$ cat config.mk
export PLATFORM = sky130hd
export DESIGN_NAME = mag_hard_soft_iron_calibration
export DESIGN_NICKNAME = d
export VERILOG_FILES = /design/src/sv/mag_cal_pkg.sv /design/src/sv/mag_cal_ctrl.sv /design/src/sv/mag_cal_dp.sv /design/src/sv/mag_hard_soft_iron_calibration.sv
export SDC_FILE = /design/constraint.sdc
export NUM_CORES = 2
export LEC_CHECK = 0
export BUFFER_PORTS_ARGS = -buffer_cell sky130_fd_sc_hd__buf_4
export CORE_ASPECT_RATIO = 0.8
export CORE_MARGIN = 4
export CORE_UTILIZATION = 60
export DETAILED_ROUTE_END_ITERATION = 7
export PLACE_DENSITY = 0.77
export SLEW_MARGIN = 10
export SYNTH_ARGS = -nofsm -noshare
export SYNTH_HDL_FRONTEND = slang
export SYNTH_HIERARCHICAL = 1
export SYNTH_SLANG_ARGS = --single-unit
export TNS_END_PERCENT = 5
$ cat constraint.sdc
create_clock -name clk -period 14.1 [get_ports clk]
set_input_delay 3.525 -clock clk [delete_from_list [all_inputs] [get_ports clk]]
set_output_delay 3.525 -clock clk [all_outputs]
set_load 0.01 [all_outputs]
$ cat src/sv/mag_cal_pkg.sv
`timescale 1ns / 1ps
// ----------------------------------------------------------------------------
// mag_cal_pkg
// shared widths, codes, request types and helpers of the magnetometer
// hard/soft iron calibration block
// ----------------------------------------------------------------------------
package mag_cal_pkg;

    // sample and scale format
    localparam int SAMPLE_WIDTH    = 16;
    localparam int SCALE_FRAC_BITS = 12;

    // fixed field widths
    localparam int SCALE_W  = 16;
    localparam int COUNT_W  = 16;
    localparam int VALUE_W  = 20;
    localparam int STATUS_W = 2;
    localparam int MODE_W   = 2;

    // axes
    localparam int AXES   = 3;
    localparam int AXIS_W = 2;

    // derived datapath widths
    localparam int HI_W   = SAMPLE_WIDTH + 1;          // max + min, half-counts
    localparam int SPAN_W = SAMPLE_WIDTH;              // positive span only
    localparam int SUM_W  = SAMPLE_WIDTH + 2;          // sum of three spans
    localparam int DEN_W  = SAMPLE_WIDTH + 2;          // three times one span
    localparam int NUM_W  = SUM_W + SCALE_FRAC_BITS;   // sum in scale units
    localparam int WIDE_W = DEN_W + SCALE_W;           // divisor aligned above quotient
    localparam int CENT_W = SAMPLE_WIDTH + 2;          // 2*sample - offset
    localparam int PROD_W = CENT_W + SCALE_W + 1;      // signed product
    localparam int STEP_W = $clog2(SCALE_W);

    localparam logic [COUNT_W-1:0] MIN_COUNT_RESET = COUNT_W'(50);
    localparam logic [SCALE_W-1:0] SCALE_UNITY     = SCALE_W'(1) << SCALE_FRAC_BITS;
    localparam logic [SCALE_W-1:0] SCALE_MAX       = '1;

    localparam logic signed [SAMPLE_WIDTH-1:0] TRACK_HI = {1'b0, {(SAMPLE_WIDTH-1){1'b1}}};
    localparam logic signed [SAMPLE_WIDTH-1:0] TRACK_LO = ~TRACK_HI;

    localparam logic signed [PROD_W-1:0] VAL_HI = (PROD_W'(1) <<< (VALUE_W-1)) - PROD_W'(1);
    localparam logic signed [PROD_W-1:0] VAL_LO = ~VAL_HI;

    localparam logic [AXIS_W-1:0] AXIS_LAST = AXIS_W'(AXES-1);

    typedef enum logic [MODE_W-1:0] {
        MODE_CLEAR  = 2'd0,
        MODE_ACCUM  = 2'd1,
        MODE_FINISH = 2'd2,
        MODE_APPLY  = 2'd3
    } mode_t;

    typedef enum logic [STATUS_W-1:0] {
        STATUS_OK       = 2'd0,
        STATUS_TOO_FEW  = 2'd1,
        STATUS_BAD_DATA = 2'd2
    } status_t;

    typedef struct packed {
        logic [MODE_W-1:0]              mode;
        logic signed [SAMPLE_WIDTH-1:0] mag_x;
        logic signed [SAMPLE_WIDTH-1:0] mag_y;
        logic signed [SAMPLE_WIDTH-1:0] mag_z;
    } mag_cal_in_t;

    typedef struct packed {
        logic [STATUS_W-1:0]       status;
        logic signed [VALUE_W-1:0] value_x;
        logic signed [VALUE_W-1:0] value_y;
        logic signed [VALUE_W-1:0] value_z;
        logic [SCALE_W-1:0]        scale_x;
        logic [SCALE_W-1:0]        scale_y;
        logic [SCALE_W-1:0]        scale_z;
        logic [COUNT_W-1:0]        samples_seen;
    } mag_cal_out_t;

    // controller to datapath
    typedef struct packed {
        logic              capture;
        logic              clear;
        logic              accum;
        logic              check;
        logic              div_load;
        logic              div_step;
        logic              div_store;
        logic              mul;
        logic              sat;
        logic              out_load;
        logic [AXIS_W-1:0] axis;
    } mag_cal_cmd_t;

    // datapath to controller
    typedef struct packed {
        logic [MODE_W-1:0] mode;
        logic              fin_ok;
    } mag_cal_sts_t;

    // clamp to the signed result range
    function automatic logic signed [VALUE_W-1:0] sat_value(input logic signed [PROD_W-1:0] v);
        logic signed [VALUE_W-1:0] r;
        if (v > VAL_HI)
        begin
            r = VAL_HI[VALUE_W-1:0];
        end
        else if (v < VAL_LO)
        begin
            r = VAL_LO[VALUE_W-1:0];
        end
        else
        begin
            r = v[VALUE_W-1:0];
        end
        return r;
    endfunction

endpackage

$ cat src/sv/mag_cal_ctrl.sv
`timescale 1ns / 1ps
// ----------------------------------------------------------------------------
// mag_cal_ctrl
// sequencer: decodes the mode, steps the shared divider and multiplier over
// the axes and hands the result to the output register
// ----------------------------------------------------------------------------
module mag_cal_ctrl (
    input  logic                      clk,
    input  logic                      rst_n,
    input  logic                      in_valid,
    output logic                      in_ready,
    output logic                      out_valid,
    input  logic                      out_ready,
    input  mag_cal_pkg::mag_cal_sts_t sts,
    output mag_cal_pkg::mag_cal_cmd_t cmd
);

    typedef enum logic [7:0] {
        ST_IDLE      = 8'b0000_0001,
        ST_DECODE    = 8'b0000_0010,
        ST_DIV_LOAD  = 8'b0000_0100,
        ST_DIV_STEP  = 8'b0000_1000,
        ST_DIV_STORE = 8'b0001_0000,
        ST_MUL       = 8'b0010_0000,
        ST_SAT       = 8'b0100_0000,
        ST_DONE      = 8'b1000_0000
    } state_t;

    state_t                                state_reg, state_next;
    logic [mag_cal_pkg::AXIS_W-1:0]        axis_reg, axis_next;
    logic [mag_cal_pkg::STEP_W-1:0]        step_reg, step_next;
    logic                                  out_valid_reg, out_valid_next;

    always_comb
    begin
        state_next     = state_reg;
        axis_next      = axis_reg;
        step_next      = step_reg;
        cmd            = '0;
        cmd.axis       = axis_reg;
        in_ready       = 1'b0;

        case (state_reg)
            ST_IDLE:
            begin
                in_ready = 1'b1;
                if (in_valid)
                begin
                    cmd.capture = 1'b1;
                    state_next  = ST_DECODE;
                end
            end
            ST_DECODE:
            begin
                axis_next = '0;
                case (sts.mode)
                    mag_cal_pkg::MODE_CLEAR:
                    begin
                        cmd.clear  = 1'b1;
                        state_next = ST_DONE;
                    end
                    mag_cal_pkg::MODE_ACCUM:
                    begin
                        cmd.accum  = 1'b1;
                        state_next = ST_DONE;
                    end
                    mag_cal_pkg::MODE_FINISH:
                    begin
                        cmd.check  = 1'b1;
                        state_next = sts.fin_ok ? ST_DIV_LOAD : ST_DONE;
                    end
                    mag_cal_pkg::MODE_APPLY:
                    begin
                        state_next = ST_MUL;
                    end
                    default:
                    begin
                        state_next = ST_DONE;
                    end
                endcase
            end
            ST_DIV_LOAD:
            begin
                cmd.div_load = 1'b1;
                step_next    = '1;
                state_next   = ST_DIV_STEP;
            end
            ST_DIV_STEP:
            begin
                cmd.div_step = 1'b1;
                if (step_reg == '0)
                begin
                    state_next = ST_DIV_STORE;
                end
                else
                begin
                    step_next = step_reg - 1'b1;
                end
            end
            ST_DIV_STORE:
            begin
                cmd.div_store = 1'b1;
                if (axis_reg == mag_cal_pkg::AXIS_LAST)
                begin
                    state_next = ST_DONE;
                end
                else
                begin
                    axis_next  = axis_reg + 1'b1;
                    state_next = ST_DIV_LOAD;
                end
            end
            ST_MUL:
            begin
                cmd.mul    = 1'b1;
                state_next = ST_SAT;
            end
            ST_SAT:
            begin
                cmd.sat = 1'b1;
                if (axis_reg == mag_cal_pkg::AXIS_LAST)
                begin
                    state_next = ST_DONE;
                end
                else
                begin
                    axis_next  = axis_reg + 1'b1;
                    state_next = ST_MUL;
                end
            end
            ST_DONE:
            begin
                if (!out_valid_reg || out_ready)
                begin
                    cmd.out_load = 1'b1;
                    state_next   = ST_IDLE;
                end
            end
            default:
            begin
                state_next = ST_IDLE;
            end
        endcase
    end

    always_comb
    begin
        if (cmd.out_load)
        begin
            out_valid_next = 1'b1;
        end
        else if (out_ready)
        begin
            out_valid_next = 1'b0;
        end
        else
        begin
            out_valid_next = out_valid_reg;
        end
    end

    assign out_valid = out_valid_reg;

    always_ff @(posedge clk or negedge rst_n)
    begin
        if (!rst_n)
        begin
            state_reg     <= ST_IDLE;
            axis_reg      <= '0;
            step_reg      <= '0;
            out_valid_reg <= 1'b0;
        end
        else
        begin
            state_reg     <= state_next;
            axis_reg      <= axis_next;
            step_reg      <= step_next;
            out_valid_reg <= out_valid_next;
        end
    end

endmodule

$ cat src/sv/mag_cal_dp.sv
`timescale 1ns / 1ps
// ----------------------------------------------------------------------------
// mag_cal_dp
// datapath: min/max trackers, sample count, calibration store, bit-serial
// scale divider, correction multiplier and output register
// ----------------------------------------------------------------------------
module mag_cal_dp (
    input  logic                                clk,
    input  logic                                rst_n,
    input  mag_cal_pkg::mag_cal_in_t            in_data,
    input  logic                                cfg_we,
    input  logic [mag_cal_pkg::COUNT_W-1:0]     cfg_wdata,
    input  mag_cal_pkg::mag_cal_cmd_t           cmd,
    output mag_cal_pkg::mag_cal_sts_t           sts,
    output mag_cal_pkg::mag_cal_out_t           out_data
);

    localparam int W = mag_cal_pkg::SAMPLE_WIDTH;
    localparam int F = mag_cal_pkg::SCALE_FRAC_BITS;

    // request held for the whole operation
    mag_cal_pkg::mag_cal_in_t                    item_reg, item_next;
    logic [mag_cal_pkg::COUNT_W-1:0]             cfg_reg, cfg_next;

    // trackers and calibration
    logic signed [W-1:0]                         min_reg [mag_cal_pkg::AXES];
    logic signed [W-1:0]                         min_next [mag_cal_pkg::AXES];
    logic signed [W-1:0]                         max_reg [mag_cal_pkg::AXES];
    logic signed [W-1:0]                         max_next [mag_cal_pkg::AXES];
    logic [mag_cal_pkg::COUNT_W-1:0]             count_reg, count_next;
    logic signed [mag_cal_pkg::HI_W-1:0]         hi_reg [mag_cal_pkg::AXES];
    logic signed [mag_cal_pkg::HI_W-1:0]         hi_next [mag_cal_pkg::AXES];
    logic [mag_cal_pkg::SCALE_W-1:0]             scale_reg [mag_cal_pkg::AXES];
    logic [mag_cal_pkg::SCALE_W-1:0]             scale_next [mag_cal_pkg::AXES];

    // finish operands
    logic [mag_cal_pkg::SPAN_W-1:0]              span_reg [mag_cal_pkg::AXES];
    logic [mag_cal_pkg::SPAN_W-1:0]              span_next [mag_cal_pkg::AXES];
    logic [mag_cal_pkg::SUM_W-1:0]               sum_reg, sum_next;

    // divider
    logic [mag_cal_pkg::DEN_W-1:0]               rem_reg, rem_next;
    logic [mag_cal_pkg::DEN_W-1:0]               den_reg, den_next;
    logic [mag_cal_pkg::SCALE_W-1:0]             numlo_reg, numlo_next;
    logic [mag_cal_pkg::SCALE_W-1:0]             quo_reg, quo_next;
    logic                                        ovf_reg, ovf_next;

    // correction
    logic signed [mag_cal_pkg::PROD_W-1:0]       prod_reg, prod_next;

    // result
    logic [mag_cal_pkg::STATUS_W-1:0]            res_status_reg, res_status_next;
    logic signed [mag_cal_pkg::VALUE_W-1:0]      res_val_reg [mag_cal_pkg::AXES];
    logic signed [mag_cal_pkg::VALUE_W-1:0]      res_val_next [mag_cal_pkg::AXES];
    mag_cal_pkg::mag_cal_out_t                   out_reg, out_next;

    // combinational helpers
    logic signed [W-1:0]                         samp [mag_cal_pkg::AXES];
    logic signed [W:0]                           span_full [mag_cal_pkg::AXES];
    logic signed [mag_cal_pkg::HI_W-1:0]         hi_new [mag_cal_pkg::AXES];
    logic [mag_cal_pkg::AXES-1:0]                span_pos;
    logic                                        count_ok;
    logic [mag_cal_pkg::NUM_W-1:0]               num;
    logic [mag_cal_pkg::DEN_W-1:0]               den_load;
    logic                                        ovf_load;
    logic [mag_cal_pkg::DEN_W:0]                 trial;
    logic [mag_cal_pkg::DEN_W:0]                 diff;
    logic signed [mag_cal_pkg::CENT_W-1:0]       centred;
    logic signed [mag_cal_pkg::PROD_W-1:0]       shifted;

    assign samp[0] = item_reg.mag_x;
    assign samp[1] = item_reg.mag_y;
    assign samp[2] = item_reg.mag_z;

    always_comb
    begin
        for (int a = 0; a < mag_cal_pkg::AXES; a++)
        begin
            span_full[a] = (W+1)'(max_reg[a]) - (W+1)'(min_reg[a]);
            span_pos[a]  = !span_full[a][W] && (span_full[a] != '0);
            hi_new[a]    = mag_cal_pkg::HI_W'(max_reg[a]) + mag_cal_pkg::HI_W'(min_reg[a]);
        end
    end

    assign count_ok   = (count_reg >= cfg_reg);
    assign sts.mode   = item_reg.mode;
    assign sts.fin_ok = count_ok && (&span_pos);

    // divider operands: quotient over SCALE_W bits, overflow caught up front
    assign num      = {sum_reg, {F{1'b0}}};
    assign den_load = (mag_cal_pkg::DEN_W'(span_reg[cmd.axis]) << 1)
                    + mag_cal_pkg::DEN_W'(span_reg[cmd.axis]);
    assign ovf_load = mag_cal_pkg::WIDE_W'(num)
                    >= {den_load, {mag_cal_pkg::SCALE_W{1'b0}}};
    assign trial    = {rem_reg, numlo_reg[mag_cal_pkg::SCALE_W-1]};
    assign diff     = trial - {1'b0, den_reg};

    // correction in half-counts
    assign centred  = (mag_cal_pkg::CENT_W'(samp[cmd.axis]) <<< 1)
                    - mag_cal_pkg::CENT_W'(hi_reg[cmd.axis]);
    assign shifted  = prod_reg >>> (F + 1);

    always_comb
    begin
        item_next       = item_reg;
        cfg_next        = cfg_reg;
        count_next      = count_reg;
        sum_next        = sum_reg;
        rem_next        = rem_reg;
        den_next        = den_reg;
        numlo_next      = numlo_reg;
        quo_next        = quo_reg;
        ovf_next        = ovf_reg;
        prod_next       = prod_reg;
        res_status_next = res_status_reg;
        out_next        = out_reg;
        for (int a = 0; a < mag_cal_pkg::AXES; a++)
        begin
            min_next[a]     = min_reg[a];
            max_next[a]     = max_reg[a];
            hi_next[a]      = hi_reg[a];
            scale_next[a]   = scale_reg[a];
            span_next[a]    = span_reg[a];
            res_val_next[a] = res_val_reg[a];
        end

        if (cfg_we)
        begin
            cfg_next = cfg_wdata;
        end

        if (cmd.capture)
        begin
            item_next       = in_data;
            res_status_next = mag_cal_pkg::STATUS_OK;
            for (int a = 0; a < mag_cal_pkg::AXES; a++)
            begin
                res_val_next[a] = '0;
            end
        end

        if (cmd.clear)
        begin
            count_next = '0;
            for (int a = 0; a < mag_cal_pkg::AXES; a++)
            begin
                min_next[a] = mag_cal_pkg::TRACK_HI;
                max_next[a] = mag_cal_pkg::TRACK_LO;
            end
        end

        if (cmd.accum)
        begin
            if (count_reg != '1)
            begin
                count_next = count_reg + 1'b1;
            end
            for (int a = 0; a < mag_cal_pkg::AXES; a++)
            begin
                if (samp[a] < min_reg[a])
                begin
                    min_next[a] = samp[a];
                end
                if (samp[a] > max_reg[a])
                begin
                    max_next[a] = samp[a];
                end
            end
        end

        // count test first, then spans; offsets commit at once on success
        if (cmd.check)
        begin
            if (!count_ok)
            begin
                res_status_next = mag_cal_pkg::STATUS_TOO_FEW;
            end
            else if (!(&span_pos))
            begin
                res_status_next = mag_cal_pkg::STATUS_BAD_DATA;
            end
            else
            begin
                res_status_next = mag_cal_pkg::STATUS_OK;
                for (int a = 0; a < mag_cal_pkg::AXES; a++)
                begin
                    hi_next[a]      = hi_new[a];
                    res_val_next[a] = mag_cal_pkg::sat_value(mag_cal_pkg::PROD_W'(hi_new[a]));
                end
            end
            sum_next = '0;
            for (int a = 0; a < mag_cal_pkg::AXES; a++)
            begin
                span_next[a] = span_full[a][W-1:0];
                sum_next     = sum_next + mag_cal_pkg::SUM_W'(span_full[a][W-1:0]);
            end
        end

        if (cmd.div_load)
        begin
            den_next   = den_load;
            ovf_next   = ovf_load;
            rem_next   = mag_cal_pkg::DEN_W'(num[mag_cal_pkg::NUM_W-1:mag_cal_pkg::SCALE_W]);
            numlo_next = num[mag_cal_pkg::SCALE_W-1:0];
            quo_next   = '0;
        end

        if (cmd.div_step)
        begin
            numlo_next = numlo_reg << 1;
            if (trial >= {1'b0, den_reg})
            begin
                rem_next = diff[mag_cal_pkg::DEN_W-1:0];
                quo_next = {quo_reg[mag_cal_pkg::SCALE_W-2:0], 1'b1};
            end
            else
            begin
                rem_next = trial[mag_cal_pkg::DEN_W-1:0];
                quo_next = {quo_reg[mag_cal_pkg::SCALE_W-2:0], 1'b0};
            end
        end

        if (cmd.div_store)
        begin
            scale_next[cmd.axis] = ovf_reg ? mag_cal_pkg::SCALE_MAX : quo_reg;
        end

        if (cmd.mul)
        begin
            prod_next = mag_cal_pkg::PROD_W'(centred)
                      * mag_cal_pkg::PROD_W'($signed({1'b0, scale_reg[cmd.axis]}));
        end

        if (cmd.sat)
        begin
            res_val_next[cmd.axis] = mag_cal_pkg::sat_value(shifted);
        end

        if (cmd.out_load)
        begin
            out_next.status       = res_status_reg;
            out_next.value_x      = res_val_reg[0];
            out_next.value_y      = res_val_reg[1];
            out_next.value_z      = res_val_reg[2];
            out_next.scale_x      = scale_reg[0];
            out_next.scale_y      = scale_reg[1];
            out_next.scale_z      = scale_reg[2];
            out_next.samples_seen = count_reg;
        end
    end

    assign out_data = out_reg;

    // architectural state
    always_ff @(posedge clk or negedge rst_n)
    begin
        if (!rst_n)
        begin
            cfg_reg   <= mag_cal_pkg::MIN_COUNT_RESET;
            count_reg <= '0;
            for (int a = 0; a < mag_cal_pkg::AXES; a++)
            begin
                min_reg[a]   <= mag_cal_pkg::TRACK_HI;
                max_reg[a]   <= mag_cal_pkg::TRACK_LO;
                hi_reg[a]    <= '0;
                scale_reg[a] <= mag_cal_pkg::SCALE_UNITY;
            end
        end
        else
        begin
            cfg_reg   <= cfg_next;
            count_reg <= count_next;
            for (int a = 0; a < mag_cal_pkg::AXES; a++)
            begin
                min_reg[a]   <= min_next[a];
                max_reg[a]   <= max_next[a];
                hi_reg[a]    <= hi_next[a];
                scale_reg[a] <= scale_next[a];
            end
        end
    end

    // working and payload registers
    always_ff @(posedge clk)
    begin
        item_reg       <= item_next;
        sum_reg        <= sum_next;
        rem_reg        <= rem_next;
        den_reg        <= den_next;
        numlo_reg      <= numlo_next;
        quo_reg        <= quo_next;
        ovf_reg        <= ovf_next;
        prod_reg       <= prod_next;
        res_status_reg <= res_status_next;
        out_reg        <= out_next;
        for (int a = 0; a < mag_cal_pkg::AXES; a++)
        begin
            span_reg[a]    <= span_next[a];
            res_val_reg[a] <= res_val_next[a];
        end
    end

endmodule

$ cat src/sv/mag_hard_soft_iron_calibration.sv
`timescale 1ns / 1ps
// ----------------------------------------------------------------------------
// mag_hard_soft_iron_calibration
// min/max magnetometer calibration with hard-iron offset and diagonal
// soft-iron scale, plus sample correction
// ----------------------------------------------------------------------------
// One request at a time, one result per request. Clear and accumulate pass from
// decode straight to the output handover, apply runs a multiply and a clamp step
// per axis on one shared 18 x 17 multiplier, a finish that fails its checks
// goes straight to the handover, and a successful finish computes the three
// scales on one shared restoring divider that produces one quotient bit per
// cycle, 16 steps plus a load and a store step per axis. The next request is
// taken while the previous result still waits in the output register; the
// block only holds if a second result is ready before the first was taken.
// The minimum sample count register may be written at any time the block is
// idle and applies to the next finish.
// ----------------------------------------------------------------------------
module mag_hard_soft_iron_calibration (
    input  logic                            clk,
    input  logic                            rst_n,
    input  logic                            cfg_we,
    input  logic [mag_cal_pkg::COUNT_W-1:0] cfg_wdata,
    input  logic                            in_valid,
    output logic                            in_ready,
    input  mag_cal_pkg::mag_cal_in_t        in_data,
    output logic                            out_valid,
    input  logic                            out_ready,
    output mag_cal_pkg::mag_cal_out_t       out_data
);

    // commands and status between sequencer and datapath
    mag_cal_pkg::mag_cal_cmd_t cmd;
    mag_cal_pkg::mag_cal_sts_t sts;

    // sequencer: mode decode, axis and divider step counting, output handover
    mag_cal_ctrl u_ctrl (
        .clk       (clk),
        .rst_n     (rst_n),
        .in_valid  (in_valid),
        .in_ready  (in_ready),
        .out_valid (out_valid),
        .out_ready (out_ready),
        .sts       (sts),
        .cmd       (cmd)
    );

    // datapath: trackers, calibration store, divider, multiplier, output register
    mag_cal_dp u_dp (
        .clk       (clk),
        .rst_n     (rst_n),
        .in_data   (in_data),
        .cfg_we    (cfg_we),
        .cfg_wdata (cfg_wdata),
        .cmd       (cmd),
        .sts       (sts),
        .out_data  (out_data)
    );

endmodule

==> results.md <==
* Async S/R FF share, synth at 38.72%
* H-tree levels at 3
* 1st-iter DRT viols at 3837
* Post-synthesis sequential area ratio at 36.98%
* Status: completed
* Final Hold Fails at 0
* Setup TNS at 0 ns
* Synth-to-Final Area Change at 10.09%
* Die area at 81250 µm²
* Max-slew headroom at the worst pin at 17.54%
* Critical path origin: u_ctrl/axis_reg[1]
* Power Density at 202.7 nW/µm²
* Crit path max fanout at 73
* P_leak at 23.56 nW
* Worst VDD drop at 311.1 µV
* Die Width at 317.7 µm
* Cell count after synthesis at 4691
* Startpoint Class: flip-flop
* Final core occ at 66.98%
* Vias per std cell at 5.967
* Routed Antenna Nets at 0
* Site row count at 90
* Largest net degree at the start of global routing at 145
* Final period utilization at 79.51%
* CP endpoint kind: flip-flop
* Reg2reg setup slack at 2.89 ns
* Grt ovf at 0
* Yosys cell types at 90
* Io pins at 199
* # hold bufs at CTS at 0
* WS Path Type: reg -> reg
* CP max stage delay at 0.82 ns
* Most frequent cell after synthesis: inv_1
* Clk_lat worst skew at 0.64 ns
* CTS tree: done
* Clock skew at 0.04049 ns
* Hold Path Class: reg -> reg
* Post-CTS setup buffer count at 0
* Max FFs per register at 126
* Clk root buf: clkbuf_16
* Fmax at 89.20 MHz
* Hold path depth at 0
* Wirelength per Cell at 21.66 µm
* Global-route wire length before repair at 199500 µm
* PnR worst setup slack at 2.890 ns
* Syn Area/Cell at 9.814 µm²
* Drt drc at 0
* CTS clock-pin slew for the worst setup and hold paths at 0.06 ns
* Area contributors post-synth: edfxtp_1 21%, fa_1 14%, ha_1 10%
* Vias in the first global route at 34127
* Worst path arrival time at 11.56 ns
* Nets at 5574
* Layout cells sized above 1 at 9.860%
* DR vias at 35094
* Max Slew Vio Count at 0
* Cts bufs inserted at 66
* RSZ-0062 raised after global routing: false
* Initial core utilization at 60.84%
* EDFF count, synth at 323
* I/O Buffers at 198
* R2R depth at 34
* Hold Slack at 0.4416 ns
* CP required at 14.45 ns
* Area leader, netlist: edfxtp_1
* Reg-to-Reg End: u_dp/prod_reg[34]
* Worst flop-to-flop path startpoint: u_ctrl/axis_reg[1]
* Top cells by count, synth: 651 x inv_1, 486 x nor2_1, 402 x nand2_1
* YS warnings at 6
* Final WL at 127400 µm
* Final RePlAce weighted congestion at 1.001
* Mapped Area at 46040 µm²
* TritonRoute pass-1 iters at 6
* Net Count, Synth at 5450
* CTS resizes at 0
* Hpwl dp at 97350 µm
* # setup viols final at 0
* Share of the synthesized area in the top cell type at 21.07%
* Pre-CTS setup slack at 2.965 ns
* GRT Overall Usage at 31.18%
* CP endpoint: u_dp/prod_reg[34]
* Worst path slowest cell: xor2_1
* Initial antenna violation count at 2
* Die height at 255.8 µm
* Least-Margin Pin Slew at 1.228 ns
* Core box area at 75670 µm²
* Max Cap Viol at 0
* # clock sinks at 625
* Post-route minimum period at 11.21 ns
* Synth Flop Type: edfxtp_1
* #FFs+latches synth at 625
* Worst path most repeated cell: fa_1
* Clock tree buffer depth at 3
[power by group]
| part | total [mW] | leakage, nW | switching [mW] | internal [mW] |
|---|---|---|---|---|
| logic | 5.76 | 15.9 | 3.58 | 2.18 |
| registers | 2.73 | 6.59 | 0.266 | 2.46 |
| clock network | 1.78 | 1.08 | 0.776 | 1.01 |
[routing by layer]
layer | track usage (%) | share of wire [%]
met2 | 43.61 | 41
met3 | 9.439 | 12
met1 | 46.33 | 43
met5 | 0 | 0.010
met4 | 10.41 | 3.8
[critical path: cells and delay by family (launching register included)]
| family | cells | cell delay [ns] |
|---|---|---|
| fa+ha+maj | 8 | 3.89 |
| compound gates | 13 | 3.37 |
| flops | 1 | 0.60 |
| simple gates | 6 | 0.90 |
| buf+inv | 5 | 1.19 |
| xor+xnor | 2 | 0.96 |
[worst min path at each step]
stage | start | end | slack [ns]
final | u_dp/res_status_reg[1] | u_dp/out_data[125] | 0.44
after global routing | u_dp/res_status_reg[1] | u_dp/out_data[125] | 0.45
after CTS | u_dp/res_status_reg[0] | u_dp/out_data[124] | 0.45
after detailed placement | u_dp/res_val_reg[0][46] | u_dp/out_data[70] | 0.42
after global placement | u_dp/res_status_reg[1] | u_dp/out_data[125] | 0.42
after floorplan | u_dp/res_status_reg[0] | u_dp/out_data[124] | 0.40
[cell usage in the layout (no fill, tap or decap), types with 15 or more instances in the layout]
cell,Yosys,final
fa_1,311,311
buf_4,8,244
edfxtp_1,323,323
a21oi_1,182,180
mux2i_1,162,162
xnor2_1,128,128
o31ai_1,15,15
nor2b_1,42,40
nand3b_1,27,27
o21a_1,38,38
o21ai_0,229,229
o21bai_1,18,18
inv_1,651,651
nor3_1,70,69
a31oi_1,62,62
and2_1,38,37
dfrtp_1,187,185
dfstp_2,55,55
o211ai_1,65,65
or3_1,22,22
nand3_1,89,89
nor2_1,486,484
nand2b_1,71,71
a211oi_1,24,24
nand4_1,21,21
dfxtp_1,60,60
nand2_1,402,402
a21o_1,76,76
clkbuf_16,0,69
and3_1,25,25
ha_1,377,377
xor2_1,35,34
[per-stage QoR]
stage | instances | total power, mW | instance area [µm²]
6_report | 5881 | 10.27 | 50680
5_1_grt | 5880 | 10.97 | 50680
4_1_cts | 5880 | 10.13 | 50660
3_5_place_dp | 5759 | 8.319 | 48470
3_3_place_gp | 5759 | 8.175 | 48470
2_1_floorplan | 4691 | 6.693 | 46040
[logic make-up after synthesis]
| family | Yosys count | synth area share (%) |
|---|---|---|
| muxes | 178 | 3.946 |
| AOI/OAI and AO/OA | 835 | 11.54 |
| xor gates and xnor gates | 163 | 3.101 |
| DFF | 625 | 36.98 |
| and+or+nand+nor | 1356 | 13.52 |
| buffers and inverters | 843 | 7.082 |
| adders and majority gates | 691 | 23.83 |
[area by class of cell]
type	instances	area, µm²
Sequential cell	625	17030
Clock inverter	33	325.3
Timing Repair Buffer	246	1867
Clock buffer	88	1868
Tap cell	1012	1266
Antenna cell	1	2.502
Fill cell	5915	24990
Multi-Input combinational cell	3223	25870
Inverter	653	2451
No activity file was read; power rests on OpenSTA's default activity.
